### src/design/slcrc_pkg.sv
`timescale 1ns / 1ps
package slcrc_pkg;

    localparam int DEF_MAX_FRAME_BYTES = 512;
    localparam int HEADER_BYTES        = 6;

    localparam logic [15:0] CRC_POLY = 16'h1021;
    localparam logic [15:0] CRC_TOP  = 16'h8000;

    // configuration register indexes
    localparam logic CFG_FIRST_SYNC  = 1'b0;
    localparam logic CFG_SECOND_SYNC = 1'b1;

    localparam logic [7:0] FIRST_SYNC_RESET  = 8'h5A;
    localparam logic [7:0] SECOND_SYNC_RESET = 8'hA5;

    // header byte positions
    localparam int HDR_LEN_LO = 2;
    localparam int HDR_LEN_HI = 3;
    localparam int HDR_CRC_LO = 4;
    localparam int HDR_CRC_HI = 5;

    // frame status codes
    localparam logic [1:0] STS_GOOD    = 2'd0;
    localparam logic [1:0] STS_CRC_ERR = 2'd1;
    localparam logic [1:0] STS_LEN_ERR = 2'd2;

    typedef struct packed {
        logic [8:0] payload_length;
        logic [1:0] frame_status;
        logic       frame_done;
        logic       payload_valid;
        logic [7:0] payload_byte;
    } t_result;

    // crc-16, poly 0x1021, msb first, one byte
    function automatic logic [15:0] crc_byte(input logic [15:0] crc_in, input logic [7:0] b);
        logic [15:0] c;
        c = crc_in ^ {b, 8'h00};
        for (int i = 0; i < 8; i++) begin
            if ((c & CRC_TOP) != 16'h0000) begin
                c = {c[14:0], 1'b0} ^ CRC_POLY;
            end else begin
                c = {c[14:0], 1'b0};
            end
        end
        return c;
    endfunction

endpackage

### src/design/slcrc_parser.sv
`timescale 1ns / 1ps
module slcrc_parser
    import slcrc_pkg::*;
#(
    parameter int MAX_FRAME_BYTES = DEF_MAX_FRAME_BYTES
) (
    input  logic       i_clk,
    input  logic       i_rst_n,
    input  logic       i_accept,
    input  logic [7:0] i_rx_byte,
    input  logic [7:0] i_first_sync,
    input  logic [7:0] i_second_sync,
    output t_result    o_result
);

    localparam int          CW        = $clog2(MAX_FRAME_BYTES + 1);
    localparam logic [15:0] LEN_BOUND = 16'(MAX_FRAME_BYTES - HEADER_BYTES);

    logic [7:0]    r_prev,     n_prev;
    logic [15:0]   r_prev_crc, n_prev_crc;
    logic [CW-1:0] r_count,    n_count;
    logic [15:0]   r_len,      n_len;
    logic [15:0]   r_crc,      n_crc;
    logic [15:0]   r_rcrc,     n_rcrc;
    logic [CW-1:0] w_count_inc;
    logic          w_check;

    assign w_count_inc = r_count + 1'b1;

    always_comb begin
        n_prev     = r_prev;
        n_prev_crc = r_prev_crc;
        n_count    = r_count;
        n_len      = r_len;
        n_crc      = r_crc;
        n_rcrc     = r_rcrc;
        w_check    = 1'b0;
        o_result   = '0;
        if (i_accept) begin
            if (r_count == '0) begin
                // hunting: crc of the held byte is kept ready
                n_prev     = i_rx_byte;
                n_prev_crc = crc_byte(16'h0000, i_rx_byte);
                if (r_prev == i_first_sync && i_rx_byte == i_second_sync) begin
                    n_crc   = crc_byte(r_prev_crc, i_rx_byte);
                    n_count = CW'(HDR_LEN_LO);
                end
            end else if (r_count < CW'(HEADER_BYTES)) begin
                unique case (r_count)
                    CW'(HDR_LEN_LO): begin
                        n_len = {8'h00, i_rx_byte};
                        n_crc = crc_byte(r_crc, i_rx_byte);
                    end
                    CW'(HDR_LEN_HI): begin
                        n_len = {i_rx_byte, r_len[7:0]};
                        n_crc = crc_byte(r_crc, i_rx_byte);
                    end
                    CW'(HDR_CRC_LO): begin
                        n_rcrc = {8'h00, i_rx_byte};
                    end
                    default: begin
                        n_rcrc = {i_rx_byte, r_rcrc[7:0]};
                    end
                endcase
                n_count = w_count_inc;
                if (r_count == CW'(HDR_CRC_HI)) begin
                    if (r_len > LEN_BOUND) begin
                        o_result.frame_done   = 1'b1;
                        o_result.frame_status = STS_LEN_ERR;
                        n_count               = '0;
                    end else if (r_len == 16'h0000) begin
                        w_check = 1'b1;
                    end
                end
            end else begin
                o_result.payload_byte  = i_rx_byte;
                o_result.payload_valid = 1'b1;
                n_crc                  = crc_byte(r_crc, i_rx_byte);
                n_count                = w_count_inc;
                if (17'(w_count_inc) >= 17'(r_len) + 17'(HEADER_BYTES)) begin
                    w_check = 1'b1;
                end
            end

            if (w_check) begin
                o_result.frame_done     = 1'b1;
                o_result.frame_status   = (n_crc == n_rcrc) ? STS_GOOD : STS_CRC_ERR;
                o_result.payload_length = r_len[8:0];
                n_count                 = '0;
            end
        end
    end

    always_ff @(posedge i_clk) begin
        if (!i_rst_n) begin
            r_prev     <= '0;
            r_prev_crc <= '0;
            r_count    <= '0;
            r_len      <= '0;
            r_crc      <= '0;
            r_rcrc     <= '0;
        end else begin
            r_prev     <= n_prev;
            r_prev_crc <= n_prev_crc;
            r_count    <= n_count;
            r_len      <= n_len;
            r_crc      <= n_crc;
            r_rcrc     <= n_rcrc;
        end
    end

endmodule

### src/design/slcrc_skid.sv
`timescale 1ns / 1ps
module slcrc_skid #(
    parameter int W = 8
) (
    input  logic         i_clk,
    input  logic         i_rst_n,
    input  logic         i_valid,
    output logic         o_ready,
    input  logic [W-1:0] i_data,
    output logic         o_valid,
    input  logic         i_ready,
    output logic [W-1:0] o_data
);

    logic         r_out_valid;
    logic [W-1:0] r_out_data;
    logic         r_skid_valid;
    logic [W-1:0] r_skid_data;
    logic         w_take;
    logic         w_load;

    assign o_ready = !r_skid_valid;
    assign o_valid = r_out_valid;
    assign o_data  = r_out_data;
    assign w_take  = r_out_valid && i_ready;
    assign w_load  = i_valid && !r_skid_valid;

    always_ff @(posedge i_clk) begin
        if (!i_rst_n) begin
            r_out_valid  <= 1'b0;
            r_skid_valid <= 1'b0;
        end else if (w_load) begin
            if (!r_out_valid || w_take) begin
                r_out_valid <= 1'b1;
            end else begin
                r_skid_valid <= 1'b1;
            end
        end else if (w_take) begin
            r_out_valid  <= r_skid_valid;
            r_skid_valid <= 1'b0;
        end
    end

    always_ff @(posedge i_clk) begin
        if (w_load) begin
            if (!r_out_valid || w_take) begin
                r_out_data <= i_data;
            end else begin
                r_skid_data <= i_data;
            end
        end else if (w_take && r_skid_valid) begin
            r_out_data <= r_skid_data;
        end
    end

endmodule

### src/design/sync_length_crc16_frame_receiver.sv
`timescale 1ns / 1ps
// the result of an accepted input byte is registered in the output register, or in the skid register during a stall
// throughput: one byte per cycle while the skid register is empty; the crc update and header counter are byte-wide
// a two-entry output stage (output register plus skid register) keeps input flowing
// while the downstream side stalls, until the skid register is full
// reset: synchronous, active low; clears parser state (hunting), sync registers to 0x5A / 0xA5
module sync_length_crc16_frame_receiver
    import slcrc_pkg::*;
#(
    parameter int MAX_FRAME_BYTES = DEF_MAX_FRAME_BYTES
) (
    input  logic        i_clk,
    input  logic        i_rst_n,

    // configuration write port
    input  logic        i_cfg_we,
    input  logic        i_cfg_idx,
    input  logic [7:0]  i_cfg_data,

    // received byte stream
    input  logic        s_axis_tvalid,
    output logic        s_axis_tready,
    input  logic [7:0]  s_axis_tdata,   // [7:0] rx_byte

    // result stream
    output logic        m_axis_tvalid,
    input  logic        m_axis_tready,
    output logic [23:0] m_axis_tdata,   // [7:0] payload_byte, [9:8] frame_status,
                                        // [18:10] payload_length, [23:19] zero
    output logic        m_axis_tlast,   // frame_done
    output logic        m_axis_tuser    // payload_valid
);

    // sync byte registers; the user must write them only while idle, the block does not enforce it
    logic [7:0] r_first_sync;
    logic [7:0] r_second_sync;

    always_ff @(posedge i_clk) begin
        if (!i_rst_n) begin
            r_first_sync  <= FIRST_SYNC_RESET;
            r_second_sync <= SECOND_SYNC_RESET;
        end else if (i_cfg_we) begin
            unique case (i_cfg_idx)
                CFG_FIRST_SYNC:  r_first_sync  <= i_cfg_data;
                CFG_SECOND_SYNC: r_second_sync <= i_cfg_data;
                default: ;
            endcase
        end
    end

    // a transaction on the input side advances the parser
    logic    w_in_accept;
    t_result w_result;
    t_result w_out;

    assign w_in_accept = s_axis_tvalid && s_axis_tready;

    // sync hunt, header capture, crc and frame end decision
    slcrc_parser #(
        .MAX_FRAME_BYTES(MAX_FRAME_BYTES)
    ) u_parser (
        .i_clk        (i_clk),
        .i_rst_n      (i_rst_n),
        .i_accept     (w_in_accept),
        .i_rx_byte    (s_axis_tdata),
        .i_first_sync (r_first_sync),
        .i_second_sync(r_second_sync),
        .o_result     (w_result)
    );

    // result register with skid slot
    slcrc_skid #(
        .W($bits(t_result))
    ) u_skid (
        .i_clk  (i_clk),
        .i_rst_n(i_rst_n),
        .i_valid(w_in_accept),
        .o_ready(s_axis_tready),
        .i_data (w_result),
        .o_valid(m_axis_tvalid),
        .i_ready(m_axis_tready),
        .o_data (w_out)
    );

    // output packing
    assign m_axis_tdata = {5'b00000, w_out.payload_length, w_out.frame_status,
                           w_out.payload_byte};
    assign m_axis_tlast = w_out.frame_done;
    assign m_axis_tuser = w_out.payload_valid;

endmodule

### config.mk
export PLATFORM = sky130hd
export DESIGN_NAME = sync_length_crc16_frame_receiver
export DESIGN_NICKNAME = d
export VERILOG_FILES = /design/src/design/slcrc_pkg.sv /design/src/design/slcrc_parser.sv /design/src/design/slcrc_skid.sv /design/src/design/sync_length_crc16_frame_receiver.sv
export SDC_FILE = /design/constraint.sdc
export NUM_CORES = 1
export LEC_CHECK = 0
export ABC_AREA = 1
export BUFFER_PORTS_ARGS = -buffer_cell sky130_fd_sc_hd__buf_2
export CAP_MARGIN = 20
export CORE_UTILIZATION = 40
export CTS_BUF_LIST = sky130_fd_sc_hd__clkbuf_8 sky130_fd_sc_hd__clkbuf_16
export DETAILED_ROUTE_END_ITERATION = 10
export GPL_TIMING_DRIVEN = 0
export PLACE_DENSITY = 0.53
export RECOVER_POWER = 100
export SKIP_CTS_REPAIR_TIMING = 1
export SYNTH_ARGS = -nofsm -noshare
export SYNTH_HDL_FRONTEND = slang
export SYNTH_HIERARCHICAL = 1
export SYNTH_SLANG_ARGS = --single-unit
### constraint.sdc
create_clock -name i_clk -period 4.5 [get_ports i_clk]
set_input_delay 0 -clock i_clk [delete_from_list [all_inputs] [get_ports i_clk]]
set_output_delay 0 -clock i_clk [all_outputs]
set_load 0.01 [all_outputs]
==> reports/results.ini, run 1 <==
[synth]
syn_avg_cell_area_um2=6.668
yosys-top-cells-area=dfxtp_1, nand2_1, edfxtp_1
synthTopCellsByCount=nand2_1, inv_1, nor2_1
synth_top_cell_area_share_pct=21.63
syn_inst=1277
yosysMostFrequentCell=nand2_1
synthFlopType=dfxtp_1
yosys_warnings=6
ys_seq_elements=134
synth_edf_count=42
postSynth.asyncResetShare_pct=0
synth.distinct_cells=43
synth_area_leader_cell=dfxtp_1
ys_seq_area_share_pct=36.44
syn_area_mm2=0.008516

[grt]
grt_max_degree=22
antenna_found_initial=0
grt_usage_pct=23.57
grt_pass1_vias=7298
grt_first_pass_wirelength_mm=39.02
grt_overflow=0

[clock_tree]
cts-htree-levels=4
cts.clk_slew.worst_paths_ns=0.07
cts_buffers=17
clock_sinks=134
worstSkewPairLatency_ns=0.44
clk_path_buf_depth=2
cts_tree=built
root_buffer=clkbuf_16

[sta]
hold_viol=5
worst_slack_ns=0.5473
final.min_clock_period_ns=3.953
finalClockSkew_ns=0.01270
rsz0062_at_grt=no
timing.fmax_ghz=0.2530
maxSlewViolCount=0
timing.hold.ws_ns=-0.03898
finalCritPeriodShare_pct=87.84
relSlewSlack_pct=4.872
setup_violations=0
tightest_slew_ns=1.414
tns_ns=0

[layout]
final_util_pct=46.22
drive_gt1_share_pct=7.805
fillers=2256
final_cells=1646
fin_area_mm2=0.009686
syn2layout_area_growth_pct=13.74
nNetsFinal=1395
n_antenna_cell=0

[routing]
drt_iter0_drc=565
vias_per_cell=4.899
ant_nets=0
drt_first_pass_iters=5
drc=0
postRouteWirelength_mm=25.07
num_vias=8063
wire_per_inst_um=15.23

[worst_setup_path]
required_ns=4.69
cp.buffers_inverters=5
cp_cell_sequence=dlygate4sd3_1 -> clkbuf_1 -> inv_1 -> nand2_1 -> nand2_1 -> nor2_1 -> nand2_1 -> nor2_1 -> clkbuf_1 -> nand3_1 -> clkbuf_1 -> nor2_4 -> nor2_1 -> nand2_1 -> nand2_1 -> nand2_1 -> nand2_1 -> nor2_1 -> nand2_1 -> nor2_1 -> nor2_1 -> nand2_1 -> nand2_1
critical-path-top-delay-family=buffers and inverters
timing.rr.start=u_parser/r_count[1]
timing.rr.end=u_skid/o_data[10]
reg2reg_slack_ns=0.84
crit_path_max_incr_delay_ns=0.52
r2r_cells=19
crit_fanout=10
cp-start-kind=input port
critPathLaunch=s_axis_tdata[2]
critPathSlowestCell=dlygate4sd3_1
crit_path_end_kind=flop
crit_top_cell=nand2_1
critPathKind=input port to flop
crit_arrival_ns=4.14

[place]
place_inst=1594
place.gp.congestion=0.9155
dpl.hpwl_mm=19.15
place_area_mm2=0.009065
port-buffer-count=38
pre_cts_ws_ns=0.7558

[hold_path]
hold_path.startpoint=i_cfg_we
whs_path_depth=4
min_to=r_first_sync[6]
hold_path.class=input port to flop

[pwr]
p_sw_mw=1.179
p_leak_nw=4.709
power_frac_comb_pct=20.0
sw_frac_of_total_pct=33.41
seq_power_share_pct=39.1
vdd_drop_max_mv=0.2680
power.density_mw_per_mm2=364.4
clkPwrFrac_pct=40.9
p_int_mw=2.351
finalPower_mw=3.530

[die]
initial_utilization_pct=40.64
dieHeight_um=147.9
die_area_mm2=0.02188
rows=53
die_w_um=147.9
boundaryPins=50
core_mm2=0.02096

[outcome]
violations=hold timing
status=finished with violations

[job]
maxCapViolations=0

==> cells by family (layout without fill, tap and decap cells) <==
family	after synthesis	after routing	share of synthesized area [%]
AO/OA/AOI/OAI	155	155	10.18
XOR/XNOR	36	36	3.703
adder cells (fa/ha/maj)	15	15	2.204
buffers and inverters	210	300	10.89
flip-flops	134	134	36.44
other	1	5	0.04404
AND/OR/NAND/NOR	726	726	36.54
==> worst max path at each step <==
stage	depth (start not counted)	to
2_1_floorplan	19	u_skid/o_data[10]
3_3_place_gp	19	u_skid/o_data[10]
3_5_place_dp	19	u_skid/o_data[10]
4_1_cts	19	u_skid/o_data[10]
5_1_grt	23	u_skid/o_data[10]
6_report	23	u_skid/o_data[10]
==> layout by cell type, fill, tap and decap left out, types with 14 or more instances in the layout <==
| cell | Yosys | routed |
|---|---|---|
| dfxtp_1 | 92 | 92 |
| ha_1 | 15 | 15 |
| buf_4 | 15 | 14 |
| nand3_1 | 85 | 88 |
| edfxtp_1 | 42 | 42 |
| dlygate4sd3_1 | 0 | 19 |
| clkbuf_16 | 0 | 17 |
| o21ai_0 | 57 | 59 |
| xor2_1 | 26 | 26 |
| nand2_1 | 487 | 490 |
| nor2_1 | 100 | 105 |
| a21oi_1 | 68 | 71 |
| inv_1 | 141 | 146 |
| buf_2 | 6 | 18 |
| clkbuf_1 | 17 | 49 |
==> registers in the layout, summed over array words and instances, names as in the netlist <==
register and cells:
u_parser/r_rcrc 16, u_parser/r_crc 16, r_second_sync 8, u_skid/o_data 21, u_parser/r_prev 8, u_skid/r_skid_data 21
r_first_sync 8, u_parser/r_prev_crc 8, u_parser/r_len 16, u_skid/r_skid_valid 1, u_parser/r_count 10, u_skid/o_valid 1
==> worst register-to-register path, cell delays in order, from the launching register on <==
cell and delay [ns]:
dfxtp_1 0.47, ha_1 0.32, inv_1 0.06, nor3_1 0.24, nand3_1 0.18, nor3_1 0.21, xor2_1 0.35, ha_1 0.31
nand2_1 0.06, o21bai_1 0.10, nand2_1 0.08, nand2_1 0.06, nand2_1 0.04, nand2_1 0.11, nand2_1 0.09, nand3_1 0.11
clkbuf_1 0.37, nor2_1 0.13, nand2_1 0.09, nand2_1 0.05
==> power groups by stage <==
stage	Clock [mW]	Combinational, mW	Sequential [mW]
final	1.44	0.706	1.38
after global placement	0	0.701	1.41
after detailed placement	0	0.704	1.41
after floorplan	0	0.503	1.40
after global routing	1.52	0.797	1.39
after CTS	1.48	0.708	1.38
==> final cells by class <==
cell class / count / area [um^2] / share of cell area (%)
buffer: 49 / 279.0 / 2.881
clock buffer: 17 / 425.4 / 4.392
clock inverter: 15 / 180.2 / 1.860
inverter: 161 / 608.1 / 6.278
multi-input combinational: 937 / 4392 / 45.34
sequential: 134 / 3103 / 32.04
tap: 275 / 344.1 / 3.553
timing repair buffer: 58 / 354.1 / 3.656
==> layer usage <==
metal	GRT usage, %	routed length (um)
met5	0	0
met2	40.21	11840
met4	8.402	656
met1	29.97	11400
met3	3.827	1173
Power figures use the tool's default switching activity.
==> run 2, diff against run 1 <==
Settings changed: RECOVER_POWER 100 to default.
==> reports/results.ini, run 2 (synthesis results as in run 1) <==
[outcome]
status=finished with violations
violations=hold timing

[layout]
final_cell_mix=nand2_1, inv_1, nor2_1
n_antenna_cell=0  ; unchanged
nNetsFinal=1395  ; unchanged
drive_gt1_share_pct=11.67  ; +3.9 points
syn2layout_area_growth_pct=15.93
layout_commonest_cell=nand2_1

[worst_setup_path]
required_ns=4.69  ; about the same
cp.buffers_inverters=2  ; -3
cp-start-kind=flop
crit_fanout=10  ; unchanged
crit_top_cell=nand2_1
critPathSlowestCell=dfxtp_1
critical-path-top-delay-family=simple AND/OR/NAND/NOR gates
crit_path_max_incr_delay_ns=0.47  ; -0.05 ns
crit_arrival_ns=3.91  ; -0.23 ns
cp_cell_sequence=ha_1 -> inv_1 -> nor3_1 -> nand3_1 -> nor3_1 -> xor2_1 -> ha_1 -> nand2_1 -> o21bai_1 -> nand2_1 -> nand2_1 -> nand2_1 -> nand2_1 -> nand2_1 -> nand3_1 -> clkbuf_1 -> nor2_1 -> nand2_1 -> nand2_1
critPathKind=flop to flop
crit_path_end_kind=flop

[clock_tree]
cts-htree-levels=4  ; unchanged
root_buffer=clkbuf_16
clock_sinks=134  ; unchanged
cts_tree=built
cts_buffers=17  ; unchanged
worstSkewPairLatency_ns=0.43  ; about the same
clk_path_buf_depth=2  ; unchanged
cts.clk_slew.worst_paths_ns=0.07  ; about the same

[pwr]
p_leak_nw=4.829  ; +2.6%
vdd_drop_max_mv=0.2662  ; -0.67%
power.density_mw_per_mm2=359.3  ; -1.4%
finalPower_mw=3.547  ; +0.49%

[place]
pre_cts_ws_ns=0.7558  ; unchanged
dpl.hpwl_mm=19.15  ; unchanged
port-buffer-count=38  ; unchanged
place.gp.congestion=0.9155  ; unchanged

[die]
initial_utilization_pct=40.64  ; unchanged
rows=53  ; unchanged
die_w_um=147.9  ; unchanged
dieHeight_um=147.9  ; unchanged
core_mm2=0.02096  ; unchanged
die_area_mm2=0.02188  ; unchanged
boundaryPins=50  ; unchanged

[sta]
rsz0062_at_grt=no
tightest_slew_ns=0.8686  ; -0.5453 ns
timing.hold.ws_ns=-0.02007  ; +0.01891 ns
relSlewSlack_pct=42.09  ; +37 points
setup_violations=0  ; unchanged
timing.fmax_ghz=0.2688  ; +6.3%
worst_slack_ns=0.7800  ; +0.2326 ns
final.min_clock_period_ns=3.720  ; -0.2326 ns
maxSlewViolCount=0  ; unchanged
finalCritPeriodShare_pct=82.67  ; -5.2 points
tns_ns=0  ; unchanged
finalClockSkew_ns=0.01251  ; -0.0001892 ns
hold_viol=3  ; -2

[routing]
vias_per_cell=4.924  ; +0.52%
drt_first_pass_iters=5  ; unchanged
drt_iter0_drc=561  ; -0.71%
wire_per_inst_um=15.20  ; -0.23%
drc=0  ; unchanged
postRouteWirelength_mm=25.02  ; -0.23%
ant_nets=0  ; unchanged
num_vias=8105  ; +0.52%

[grt]
grt_overflow=0  ; unchanged
grt_usage_pct=23.57  ; unchanged
grt_pass1_vias=7298  ; unchanged
grt_max_degree=22  ; unchanged
grt_first_pass_wirelength_mm=39.02  ; unchanged
antenna_found_initial=0  ; unchanged

[hold_path]
hold_path.class=input port to flop

[job]
maxCapViolations=0  ; unchanged

-- run 2: cell count changes in the layout (fill, tap and decap cells not counted), sizes merged --
cell,delta
buf,+32
clkinv,+1
clkinvlp,-1
clkbuf,-32
-- run 2: per-layer routing --
layer	vias up	GRT usage (%)	part of all wire, %
met2	232	40.21	47
met4	0	8.402	2.6
met5	-	0	0
met1	3653	29.97	45
met3	38	3.827	4.9
li1	4182	-	-
-- run 2: layout make-up --
class                      count  area, um^2
fill                        2218       11080
multi-input combinational    937        4501
sequential                   134        3103
inverter                     161       611.8
clock buffer                  17       425.4
timing repair buffer          58       391.6
tap                          275       344.1
buffer                        49       315.3
clock inverter                15       180.2
-- run 2: worst register-to-register path, cell delays in order, from the launching register on --
cell	delay [ns]
dfxtp_1	0.47
ha_1	0.37
inv_1	0.07
nor3_1	0.25
nand3_1	0.18
nor3_1	0.21
xor2_1	0.35
ha_1	0.32
nand2_1	0.06
o21bai_1	0.10
nand2_1	0.08
nand2_1	0.06
nand2_1	0.04
nand2_1	0.10
nand2_1	0.09
nand3_1	0.11
clkbuf_1	0.37
nor2_1	0.13
nand2_1	0.09
nand2_1	0.05
-- run 2: metrics by stage --
step / instances / hold WS, ns / area (um^2) / utilization, %
floorplan: 1281 / 0.1132 / 8531 / -
global placement: 1594 / 0.2176 / 9065 / 43.26
detailed placement: 1594 / 0.2214 / 9065 / 43.26
CTS: 1626 / -0.2381 / 9671 / 46.15
global route: 1646 / 0.007286 / 9872 / 47.11
finish: 1646 / -0.02007 / 9872 / 47.11
-- run 2: path summary, 6_finish.rpt --
kind / startpoint / endpoint / slack [ns] / cells past startpoint
worst min register to register: u_parser/r_len[12] / u_parser/r_len[12] / 0.47 / 2
worst max-delay path: u_parser/r_count[1] / u_skid/o_data[10] / 0.78 / 19
worst min-delay path: i_cfg_we / r_second_sync[2] / -0.02 / 4
worst max register to register: u_parser/r_count[1] / u_skid/o_data[10] / 0.78 / 19
-- run 2: power by group --
group / internal (mW) / switching, mW / leakage (nW) / total, mW
sequential: 1.33 / 0.0551 / 1.13 / 1.38
clock: 0.797 / 0.644 / 0.292 / 1.44
combinational: 0.241 / 0.485 / 3.40 / 0.725
total: 2.36 / 1.18 / 4.83 / 3.55
